File: src/rtl/fpa_pkg.sv
`timescale 1ns / 1ps
// ----------------------------------------------------------------------------
// fpa_pkg: shared types and constants for the fixed-point ALU
// Opcodes, status codes and the word carried down the divider cell chain.
// ----------------------------------------------------------------------------
package fpa_pkg;

  localparam int unsigned DataW = 32;

  typedef enum logic [3:0] {
    OP_ADD = 4'd0, OP_SUB = 4'd1, OP_MUL = 4'd2, OP_DIV = 4'd3,
    OP_GT = 4'd4, OP_LT = 4'd5, OP_GE = 4'd6, OP_LE = 4'd7,
    OP_EQ = 4'd8, OP_NE = 4'd9, OP_INC = 4'd10, OP_DEC = 4'd11,
    OP_MIN = 4'd12, OP_MAX = 4'd13, OP_TO_INT = 4'd14, OP_FROM_INT = 4'd15
  } op_t;

  typedef enum logic [1:0] {
    ST_OK = 2'd0, ST_OVF = 2'd1, ST_DIV0 = 2'd2
  } status_t;

  // Result word already settled before the chain (non-divide ops).
  typedef struct packed {
    logic                    valid;
    logic                    is_div;
    logic                    neg;       // divide quotient sign
    logic signed [DataW-1:0] result;
    logic                    cmp;
    status_t                 status;
  } fpa_ctl_t;

endpackage

File: src/rtl/fpa_div_cell.sv
`timescale 1ns / 1ps
// ----------------------------------------------------------------------------
// fpa_div_cell: one restoring-division step
// Shifts in one numerator bit, trial-subtracts the divisor, passes state on.
// ----------------------------------------------------------------------------
module fpa_div_cell #(
  parameter int unsigned NumW = 40,
  parameter int unsigned DenW = 33
) (
  input  logic                       clk,
  input  logic                       rst,
  input  logic                       en,
  input  fpa_pkg::fpa_ctl_t          ctl_in,
  input  logic [NumW-1:0]            num_in,
  input  logic [DenW-1:0]            den_in,
  input  logic [DenW-1:0]            rem_in,
  output fpa_pkg::fpa_ctl_t          ctl_out,
  output logic [NumW-1:0]            num_out,
  output logic [DenW-1:0]            den_out,
  output logic [DenW-1:0]            rem_out
);
  import fpa_pkg::*;

  logic [DenW:0]   trial;
  logic [DenW:0]   diff;
  logic [DenW-1:0] rem_next;
  logic [NumW-1:0] num_next;

  always_comb begin
    trial = {rem_in, num_in[NumW-1]};
    diff  = trial - {1'b0, den_in};
    if (!diff[DenW]) begin
      rem_next = diff[DenW-1:0];
      num_next = {num_in[NumW-2:0], 1'b1};
    end else begin
      rem_next = trial[DenW-1:0];
      num_next = {num_in[NumW-2:0], 1'b0};
    end
  end

  always_ff @(posedge clk) begin
    if (rst) begin
      ctl_out.valid <= 1'b0;
    end else if (en) begin
      ctl_out.valid <= ctl_in.valid;
    end
  end

  always_ff @(posedge clk) begin
    if (en) begin
      ctl_out.is_div <= ctl_in.is_div;
      ctl_out.neg    <= ctl_in.neg;
      ctl_out.result <= ctl_in.result;
      ctl_out.cmp    <= ctl_in.cmp;
      ctl_out.status <= ctl_in.status;
      num_out        <= num_next;
      den_out        <= den_in;
      rem_out        <= rem_next;
    end
  end

endmodule

File: config.mk
export PLATFORM = sky130hd
export DESIGN_NAME = fpa_div_cell
export DESIGN_NICKNAME = d
export VERILOG_FILES = /design/src/rtl/fpa_pkg.sv /design/src/rtl/fpa_div_cell.sv
export SDC_FILE = /design/constraint.sdc
export NUM_CORES = 1
export LEC_CHECK = 0
export BUFFER_PORTS_ARGS = -buffer_cell sky130_fd_sc_hd__buf_2
export CAP_MARGIN = 5
export CORE_ASPECT_RATIO = 1.75
export CORE_MARGIN = 2
export CORE_UTILIZATION = 35
export DETAILED_ROUTE_END_ITERATION = 8
export GPL_ROUTABILITY_DRIVEN = 1
export PLACE_DENSITY_LB_ADDON = 0.2
export SYNTH_ARGS = -nofsm -noshare
export SYNTH_HDL_FRONTEND = slang
export SYNTH_SLANG_ARGS = --single-unit
File: constraint.sdc
create_clock -name clk -period 3.6 [get_ports clk]
set_input_delay 0.54 -clock clk [delete_from_list [all_inputs] [get_ports clk]]
set_output_delay 0.54 -clock clk [all_outputs]
set_load 0.01 [all_outputs]
Word level (Yosys, flattened, before mapping)
Cells that the tools add are included.

word-level totals
  register bits after elaboration = 144
  input bits = 147
  output and inout bits = 144
  logic and storage cells = 12

operators by class
  add/subtract/negate cells = 1
  mux-type cells = 2

operator list
  kind              number
  $sub A34 B33 Y34  1
  $mux W33          1
  $mux W1           1

Logic depth before layout (Yosys ltp)
Gate-level depths: netlist of run 1.

  depth after elaboration = 2
  gate-level depth with buffers = 13
  depth with buffers taken out = 12

Worst setup path before layout of run 1
OpenSTA, ideal clock, no wires.

  path kind = input port to flip-flop
  start point = input num_in[39]
  end point = register rem_out[32] (data pin)
  setup time = 0.260 ns
  data arrival time = 2.959 ns
  data required time = 3.340 ns
  setup slack = 0.381 ns
  cell stages on the path = 12
  buffers on the path = 0
  cell sequence = inv_1 -> ha_1 -> fa_1 -> nand2b_1 -> a21oi_1 -> a2111oi_2 -> o41a_1 -> o31a_1 -> a21oi_1 -> a211oi_1 -> xnor2_1 -> mux2_2

between the ends
  longest elaborated chain between the ends = 2

RTL lines
  what                    RTL line            source
  start: declaration      fpa_div_cell.sv:14  input logic [NumW-1:0] num_in,
  $sub A34 B33 Y34        fpa_div_cell.sv:31  diff = trial - {1'b0, den_in};
  $mux W33                fpa_div_cell.sv:32  if (!diff[DenW]) begin
  named net rem_next[32]  fpa_div_cell.sv:26  logic [DenW-1:0] rem_next;
  end signal: assignment  fpa_div_cell.sv:58  rem_out <= rem_next;
  end: declaration        fpa_div_cell.sv:20  output logic [DenW-1:0] rem_out

The timed path passes the listed nets, and every way through them passes these cells.
A chain may end at the register's enable or synchronous reset.

Worst setup path after layout of run 1
  start point = input num_in[39]
  end point = register rem_out[24] (data pin)

Same word-level chain as after synthesis.

==> results.md, run 1 <==
Outcome:
- The run finished with clean final reports.

Floorplanning:
- The initialized floorplan defines 66 standard-cell rows.
- The die footprint is a little over 20000 um^2.
- Measured along the x axis, the die boundary spans between 100 and 150 um.
- The effective utilization at floorplan is a little over a third.
- The total core area is 18600 um^2.
- The vertical die dimension is between 150 and 200 um.
- The count of boundary I/O pins is between 200 and 300.

Timing:
- The share of the cycle needed by the critical path after routing is 87.3%.
- The worst pin sits at a relative slew slack of ~55%.
- The total setup violations reported at the end of the flow is 0.
- For the finished layout, the period the worst path requires is roughly 3100 ps.
- Based on the critical path, the design can be clocked at up to 318 MHz.
- Setup total negative slack on the finished layout was measured at 0 ps.
- The max-slew violation count is 0.
- Across all hold checks on the routed design, the worst slack comes to 291 ps.
- Setup repair after global routing left no endpoint under its margin.
- At the pin with the least slew margin, the transition time is just under 700 ps.
- The count of endpoints failing hold in the final timing report was 0.
- For the final database, setup skew stands at 0 ps.

Critical path:
- STA puts the critical path data arrival time at 3320 ps.
- Of all nets on the critical path, the largest fanout is 3.
- The cell with the largest stage delay on the worst path is sky130_fd_sc_hd__o41a_1.
- The largest single stage delay on the critical path is 430 ps.
- The endpoint required time on the critical path is 3770 ps.
- The signal on the critical path passes through buf_2 -> inv_1 -> ha_1 -> fa_1 -> nand2b_1 -> a21oi_1 -> a2111oi_2 -> o41a_1 -> o21ai_0 -> buf_4 -> a21o_1 -> a21oi_1 -> xnor2_1 -> mux2_4.
- The largest delay contributor family on the critical path is compound AO/OA/AOI/OAI gates.
- The number of cells on the worst reg-to-reg path is 2.
- Counting both buffers and inverters, the worst setup path holds a total of 3.
- The critical path capture point type is a register.
- The critical path is of the in -> reg type.
- Counting buffers and inverters, the worst setup path is 14 cells deep.
- The cell repeated most along the worst path is sky130_fd_sc_hd__a21oi_1.
- STA classifies the critical path startpoint as an input pin.

Route:
- The post-route DRC violation count is 0.
- After detailed routing, the average wire length per cell comes to between 15 and 20 um.
- Using the TritonRoute via totals, the vias-per-cell ratio works out to 4.76.
- The total number of vias is a little under 5000.
- The first routing iteration left 155 violations.
- The count of nets left with antenna violations once routing finished came out at 0.
- For this run, the detailed router's first-pass iteration total came to 4.
- Summed over all layers, the routed wires come to approximately 18 mm.

Synthesis:
- The share of the synthesized area in the top cell type is ~65%.
- By count the netlist is led by 143 x sky130_fd_sc_hd__edfxtp_1, 41 x sky130_fd_sc_hd__inv_1, 33 x sky130_fd_sc_hd__ha_1, 30 x sky130_fd_sc_hd__a21oi_1, 27 x sky130_fd_sc_hd__mux2_4.
- Synthesis instantiated 50 different standard cells from the library.
- The number of instances in the synthesized netlist is 449.
- For this run, the register share of the synthesized area comes to between 60% and 70%.
- Yosys mapped a number of flops with a built-in enable equal to 143.
- The number of nets in the synthesized netlist is 630.
- The most frequent cell after synthesis is sky130_fd_sc_hd__edfxtp_1.
- The Yosys step of the flow raised 0 warnings.
- For this run, the leading register cell type out of synthesis is sky130_fd_sc_hd__edfxtp_1.
- A synthesized cell averages about 15 um^2.
- The cell area after synthesis is 6660 um^2.
- After synthesis, the cell types taking the most area are sky130_fd_sc_hd__edfxtp_1 65%, sky130_fd_sc_hd__ha_1 6.2%, sky130_fd_sc_hd__mux2_4 6.1%.
- The cell type contributing the most total cell area after synthesis is sky130_fd_sc_hd__edfxtp_1.
- After synthesis the netlist holds a flip-flop and latch count of between 100 and 150.
- After synthesis, the share of flip-flops with an asynchronous set or reset is 0%.

Clock tree:
- The H-tree was split into 4 levels.
- The number of buffers between clock root and the deepest sink is 2.
- The number of clock sinks is 144.
- The CTS buffer count is 17.
- Post-CTS timing repair inserted 0 buffers for setup.
- In this run, post-CTS repair resized a total of 0 instances.
- The tree is rooted in a sky130_fd_sc_hd__clkbuf_16.
- TritonCTS built the clock tree.
- The clock slew at the register clock pins of the worst setup and hold paths is ~60 ps.
- Clock latency on the worst-skew pair, taken at its later pin, is 410 ps.
- The number of hold buffers added after CTS is 0.

Power:
- The share of total power dissipated in the clock network is 35.9%.
- The analysis attributes to cell leakage a power of between 0.004 and 0.005 uW.
- The register share of total power is between 40% and 50%.
- Of the total power, the share spent switching nets is 25.8%.
- The total power per unit cell area is ~520 nW/um^2.
- The overall power after layout is approximately 4700 uW.
- VDD sags by at most around 0.29 mV.
- Summed over all nets, the switching power comes to 1220 uW.
- Combinational cells account for 20.1% of the total power.
- The internal portion of the total power is around 3500 uW.

Worst hold path:
- Counting instances, the worst hold path has a depth of 2.
- The path class of the tightest hold or removal check is in -> reg.

Global route:
- The number of antenna violations at the first check in global routing was 4.
- Global routing consumed, over all layers together, 17.7% of the routing resources.
- The pin count of the biggest net entering global routing is 68.
- Global routing finished with a remaining overflow of 0.
- The first-pass GRT wire length is ~27 mm.
- The number of global-route vias before repair was around 5200.

Placement:
- In this run the tool buffered the top-level ports with a little under 300 buffer cells.
- The final weighted congestion in routability-driven placement is between 0.8 and 0.9.
- Including well taps, the total number of placed cells is approximately 990.
- Once placement finished, the instance area stood at between 8000 and 9000 um^2.
- Summed over all nets, the half-perimeter wirelength after detailed placement is approximately 14 mm.

Layout:
- Relative to the synthesized area, the layout overhead comes to 36.5%.
- The number of nets at the end of the flow is 948.
- Once layout is done, the placed cells without fillers occupy ~9000 um^2.
- The count of cells in the finished layout, fillers not included, comes to approximately 1000.
- The post-route netlist has 47.9% of its cells at a drive strength greater than 1.

Run:
- The number of max-capacitance violations reported is 0.
worst register-to-register path, delay by kind of cell, from the launching register on:
family / cells / cell delay (ps)
flops: 1 / 310
mux: 1 / 120
simple gates: 1 / 60
routing by layer:
metal	vias to the layer above	GRT usage, %	part of all wire, %
met4	2	7.94	3.2
met3	37	5.17	9.0
met5	-	0	0.073
met2	236	33.9	54
li1	2327	-	-
met1	2251	16.7	34
power groups by stage:
stage	clock network, uW	logic [uW]	registers [uW]
after floorplan	0	452	2220
after global placement	0	945	2120
after detailed placement	0	960	2120
after CTS	1750	964	2090
after global routing	1810	1040	2110
final	1700	951	2090
final cells by class:
class	count	area (um^2)
diodes	2	5.00
clock buffers	17	425
clock inverters	14	141
fillers	1689	9490
inverters	41	154
multi-input cells	258	2140
flip-flops and latches	144	4310
well taps	238	298
repair buffers	305	1610
cells in the final DEF, fill, tap and decap left out, drive strengths merged, types with 2 or more instances in the layout:
cell	synthesis	final
ha	33	33
nand2	23	23
xor2	6	6
xnor2	24	24
o21bai	2	2
o31ai	3	3
nand4	4	4
o31a	2	2
nand2b	5	5
o2111ai	2	2
diode	0	2
a211oi	3	3
a41oi	2	2
edfxtp	143	143
nor3	4	4
o21ai	8	8
clkbuf	3	17
nor2	21	21
o41ai	2	2
clkinvlp	0	2
mux2	31	31
a21oi	30	30
o211ai	4	4
or2	3	3
a31oi	2	2
and2	3	3
buf	3	305
bufinv	0	2
a21o	9	9
nand3	7	7
clkinv	0	8
nor2b	2	2
mux2i	4	4
inv	41	43
o21a	4	4
metrics by stage:
stage          setup WS (ps)  util [%]
2_1_floorplan            381         -
3_3_place_gp            26.6      45.8
3_5_place_dp            30.9      45.8
4_1_cts                  454      48.9
5_1_grt                  260      48.9
6_report                 458      48.9
worst paths after layout:
path	startpoint	endpoint	slack (ps)
setup / recovery	num_in[39]	rem_out[24]	460
hold / removal	rst	ctl_out[37]	290
setup reg to reg	ctl_out[37]	ctl_out[37]	3000
hold reg to reg	ctl_out[37]	ctl_out[37]	530
sequential cells by signal, summed over array words and instances (netlist names):
| name | cells |
|---|---|
| ctl_out | 38 |
| den_out | 33 |
| num_out | 40 |
| rem_out | 33 |
cell families (layout without fill, tap and decap cells):
kind of cell	count (synthesis)	after routing	synth area share [%]
compound gates	83	83	8.78
xor+xnor	30	30	4.23
fa+ha+maj	34	34	6.51
buf+inv	47	377	2.99
flops	144	144	64.8
mux	35	35	7.37
other cells	0	2	0
simple gates	76	76	5.30
No activity file was read; power rests on OpenSTA's default activity.
==> run 2: changes to the inputs <==
Clock period 3.6 ns to 2.75 ns, I/O delays scaled along.
==> run 2 against run 1 <==
Sequential cell count unchanged. Largest cell class unchanged. Cell area up 10%. Worst setup slack lost 500 ps. Via count grew 7.1%. Cell count is 8.4% higher. Die area is the same. Hold slack got worse by 130 ps. Clock skew stayed put. The flow now finishes with violations (negative setup slack). Wire length is 4.6% higher. Total power is 35% higher.
==> results.md, run 2 (synthesis results as in run 1) <==
Critical path:
- The logic depth of the worst register-to-register path is 2 (unchanged).
- Among cell families on the critical path, the largest total delay comes from compound AO/OA/AOI/OAI gates.
- The cell with the largest stage delay on the worst path is sky130_fd_sc_hd__ha_1.
- The worst setup path is launched from an input pin.
- The count of buffering cells on the critical path with inverters included came to 4 (+1).
- The cell that appears most often on the critical path is sky130_fd_sc_hd__o211ai_1.
- The endpoint required time on the critical path is 2920 ps (-850 ps).
- The peak per-stage delay on the critical path is 360 ps (-70 ps).
- The signal on the critical path passes through buf_2 -> inv_1 -> ha_1 -> a21oi_2 -> o211ai_1 -> o211ai_1 -> a32oi_2 -> nand3_1 -> o2111ai_2 -> a31oi_4 -> xnor2_4 -> buf_6 -> buf_16 -> mux2_4.
- The arrival time at the worst endpoint is 2960 ps (-360 ps).
- The logic depth of the worst setup path including buffers is 14 (unchanged).
- The critical path capture point type is a register.
- The critical path start-end classification is in -> reg.
- The maximum fanout along the worst path is 10 (+7).

Floorplanning:
- The placement row count is 66 (unchanged).
- The vertical die dimension came to 186 um (unchanged).
- The die footprint is 20200 um^2 (unchanged).
- The total core area is 18600 um^2 (unchanged).
- The count of boundary I/O pins is 291 (unchanged).
- The effective utilization at floorplan is 35.8% (unchanged).
- The x dimension of the die is 108 um (unchanged).

Global route:
- The pin count of the biggest net entering global routing is 66 (-2.9%).
- The met2 layer usage reported by global route was 36.7% (+2.9 points).
- The met3 track utilization from global routing is 4.96% (-0.21 points).
- The first-pass GRT wire length is 27.9 mm (+3.6%).
- The met1 layer usage reported by global route is 16.0% (-0.71 points).
- The leftover overflow at the end of global routing is 0 (unchanged).
- The most crowded layer after global routing is met2.
- The global-route total usage across every layer is 18.3% (+0.62 points).
- The number of antenna violations at the first check in global routing is 1 (-3).
- The number of global-route vias before repair is 5556 (+7.5%).

Route:
- The routed wire length came to 18.7 mm (+4.6%).
- The number of vias per cell after detailed routing is 4.70 (-1.3%).
- The number of search-and-repair iterations in the first detailed-routing pass is 4 (unchanged).
- The iteration-0 DRC count of the detailed router is 184 (+19%).
- The post-detailed-route count of antenna-violating nets is 0 (unchanged).
- The post-route DRC violation count came to 0 (unchanged).
- The post-detailed-route wirelength per cell is 16.9 um (-3.5%).
- The total number of vias was 5196 (+7.1%).

Clock tree:
- The number of buffers between clock root and the deepest sink is 2 (unchanged).
- The number of hold buffers added after CTS was 0 (unchanged).
- The clock latency at the later pin of the worst-skew pair is 410 ps (about the same).
- The root buffer cell is sky130_fd_sc_hd__clkbuf_16.
- The number of clock sinks is 144 (unchanged).
- TritonCTS built the clock tree.
- The CTS H-tree depth was 4 (unchanged).
- The CTS buffer count is 17 (unchanged).
- The clock slew at the register clock pins of the worst setup and hold paths is 60 ps (about the same).

Layout:
- The leading cell type in the layout, fill and taps excluded is sky130_fd_sc_hd__buf_2.
- The final core utilization is 54.0% (+5.1 points).
- The register with the highest flop count is num_out.
- The filler cell count is 1600 (-5.3%).
- The fraction of layout instances using a drive strength above 1 was 56.0% (+8.1 points).
- The number of nets at the end of the flow is 1035 (+9.2%).
- The flip-flop count of the largest register after layout came to 40 (unchanged).
- Leaving out fill and tap cells, the most frequent cells in the layout are 282 x sky130_fd_sc_hd__buf_2, 143 x sky130_fd_sc_hd__edfxtp_1, 94 x sky130_fd_sc_hd__buf_4.
- Compared with the post-synthesis result, the final layout area differs by 50.7%.
- In the final layout, the registers with the most flip-flops are num_out x40, ctl_out x38.
- The final cell count without fillers is 1105 (+8.4%).

Timing:
- The highest clock rate is roughly 360 MHz.
- The smallest hold slack was 161 ps (-130 ps).
- The slack of the critical path is -42.4 ps (-500 ps).
- The setup skew after layout is 0 ps (unchanged).
- The transition time at the pin with the least slew margin is 452 ps (-226 ps).
- The share of the cycle needed by the critical path after routing is 102%.
- The max-slew violation count was 0 (unchanged).
- The headroom to the max-slew limit is 69.9% (+15 points).
- The total setup violations reported at the end of the flow is 20 (+20).
- The count of endpoints failing hold in the final timing report is 0 (unchanged).
- The final setup TNS is -484 ps (-484 ps).
- After layout, the minimum clock period comes to 2790 ps.
- Setup repair after global routing could not meet its margin everywhere.

Power:
- The static leakage power is 0.00457 uW (+12%).
- The register share of total power is 42.8% (-1.2 points).
- The overall power after layout is 6390 uW (+35%).
- The clock power share is 33.4% (-2.5 points).
- The net switching power of the design is 1670 uW (+36%).
- The total power per unit cell area is 637 nW/um^2 (+22%).
- The portion of total power attributed to combinational logic is 23.7% (+3.6 points).
- The switching share of power came to 26.1% (+0.30 points).
- The internal power contribution is 4720 uW (+34%).
- The worst supply voltage drop on vdd was 0.451 mV (+55%).

Worst hold path:
- The min-delay analysis places its worst path in the category in -> reg.
- The worst hold path depth is 2 (unchanged).

Placement:
- The detailed-placement wirelength estimate is 14.5 mm (+2.6%).
- The count of placed standard cells including taps came to 1059 (+7.4%).
- The final weighted congestion in routability-driven placement is 0.781 (-10%).
- The count of buffers inserted at the top-level ports is 290 (unchanged).

Outcome:
- The checks that failed: negative setup slack.
- The flow ran to the end, but the final reports show violations.

Run:
- The number of max-capacitance violations reported is 0 (unchanged).
[run 2: cell count changes in the layout (fill, tap and decap cells not counted), sizes merged]
cell,delta
buf,+86
inv,-1
clkinv,-2
clkbuf,+3
clkinvlp,+2
diode,-1
bufinv,-1
[run 2: path summary, 6_finish.rpt]
path,from,endpoint,slack (ps)
hold / removal,rst,ctl_out[37],160
hold reg to reg,ctl_out[37],ctl_out[37],520
setup / recovery,den_in[14],rem_out[29],-40
setup reg to reg,ctl_out[37],ctl_out[37],2160
[run 2: cell type report]
class | count | area, um^2 | share of cell area (%)
Clock buffer | 19 | 433 | 4.32
Multi-Input combinational cell | 258 | 2330 | 23.2
Antenna cell | 1 | 2.50 | 0.0250
Sequential cell | 144 | 4310 | 43.0
Timing Repair Buffer | 392 | 2380 | 23.7
Clock inverter | 12 | 113 | 1.12
Inverter | 41 | 164 | 1.63
Tap cell | 238 | 298 | 2.97
[run 2: power groups by stage]
stage | Combinational (uW) | Clock [uW] | Sequential (uW)
CTS | 1470 | 2210 | 2740
global placement | 1380 | 0 | 2780
detailed placement | 1400 | 0 | 2780
floorplan | 610 | 0 | 2900
global route | 1640 | 2280 | 2760
finish | 1520 | 2140 | 2740
[run 2: stage by stage]
step	setup slack (ps)	cell area (um^2)
2_1_floorplan	-136	6740
3_3_place_gp	-550	9150
3_5_place_dp	-602	9150
4_1_cts	4.90	9870
5_1_grt	-113	10000
6_report	-42.4	10000
[run 2: layer usage]
metal	vias to the layer above	wire length [um]
met4	0	565
met5	-	0
met2	210	10800
li1	2498	-
met1	2459	5920
met3	29	1390
[run 2: timing repair]
| action | CTS | global route |
|---|---|---|
| endpoints found under the setup margin | 31 | 33 |
| pin swaps | 17 | 11 |
| cloned | 1 | 1 |
| gates resized for setup | 17 | 21 |
| buffers inserted | 10 | 3 |
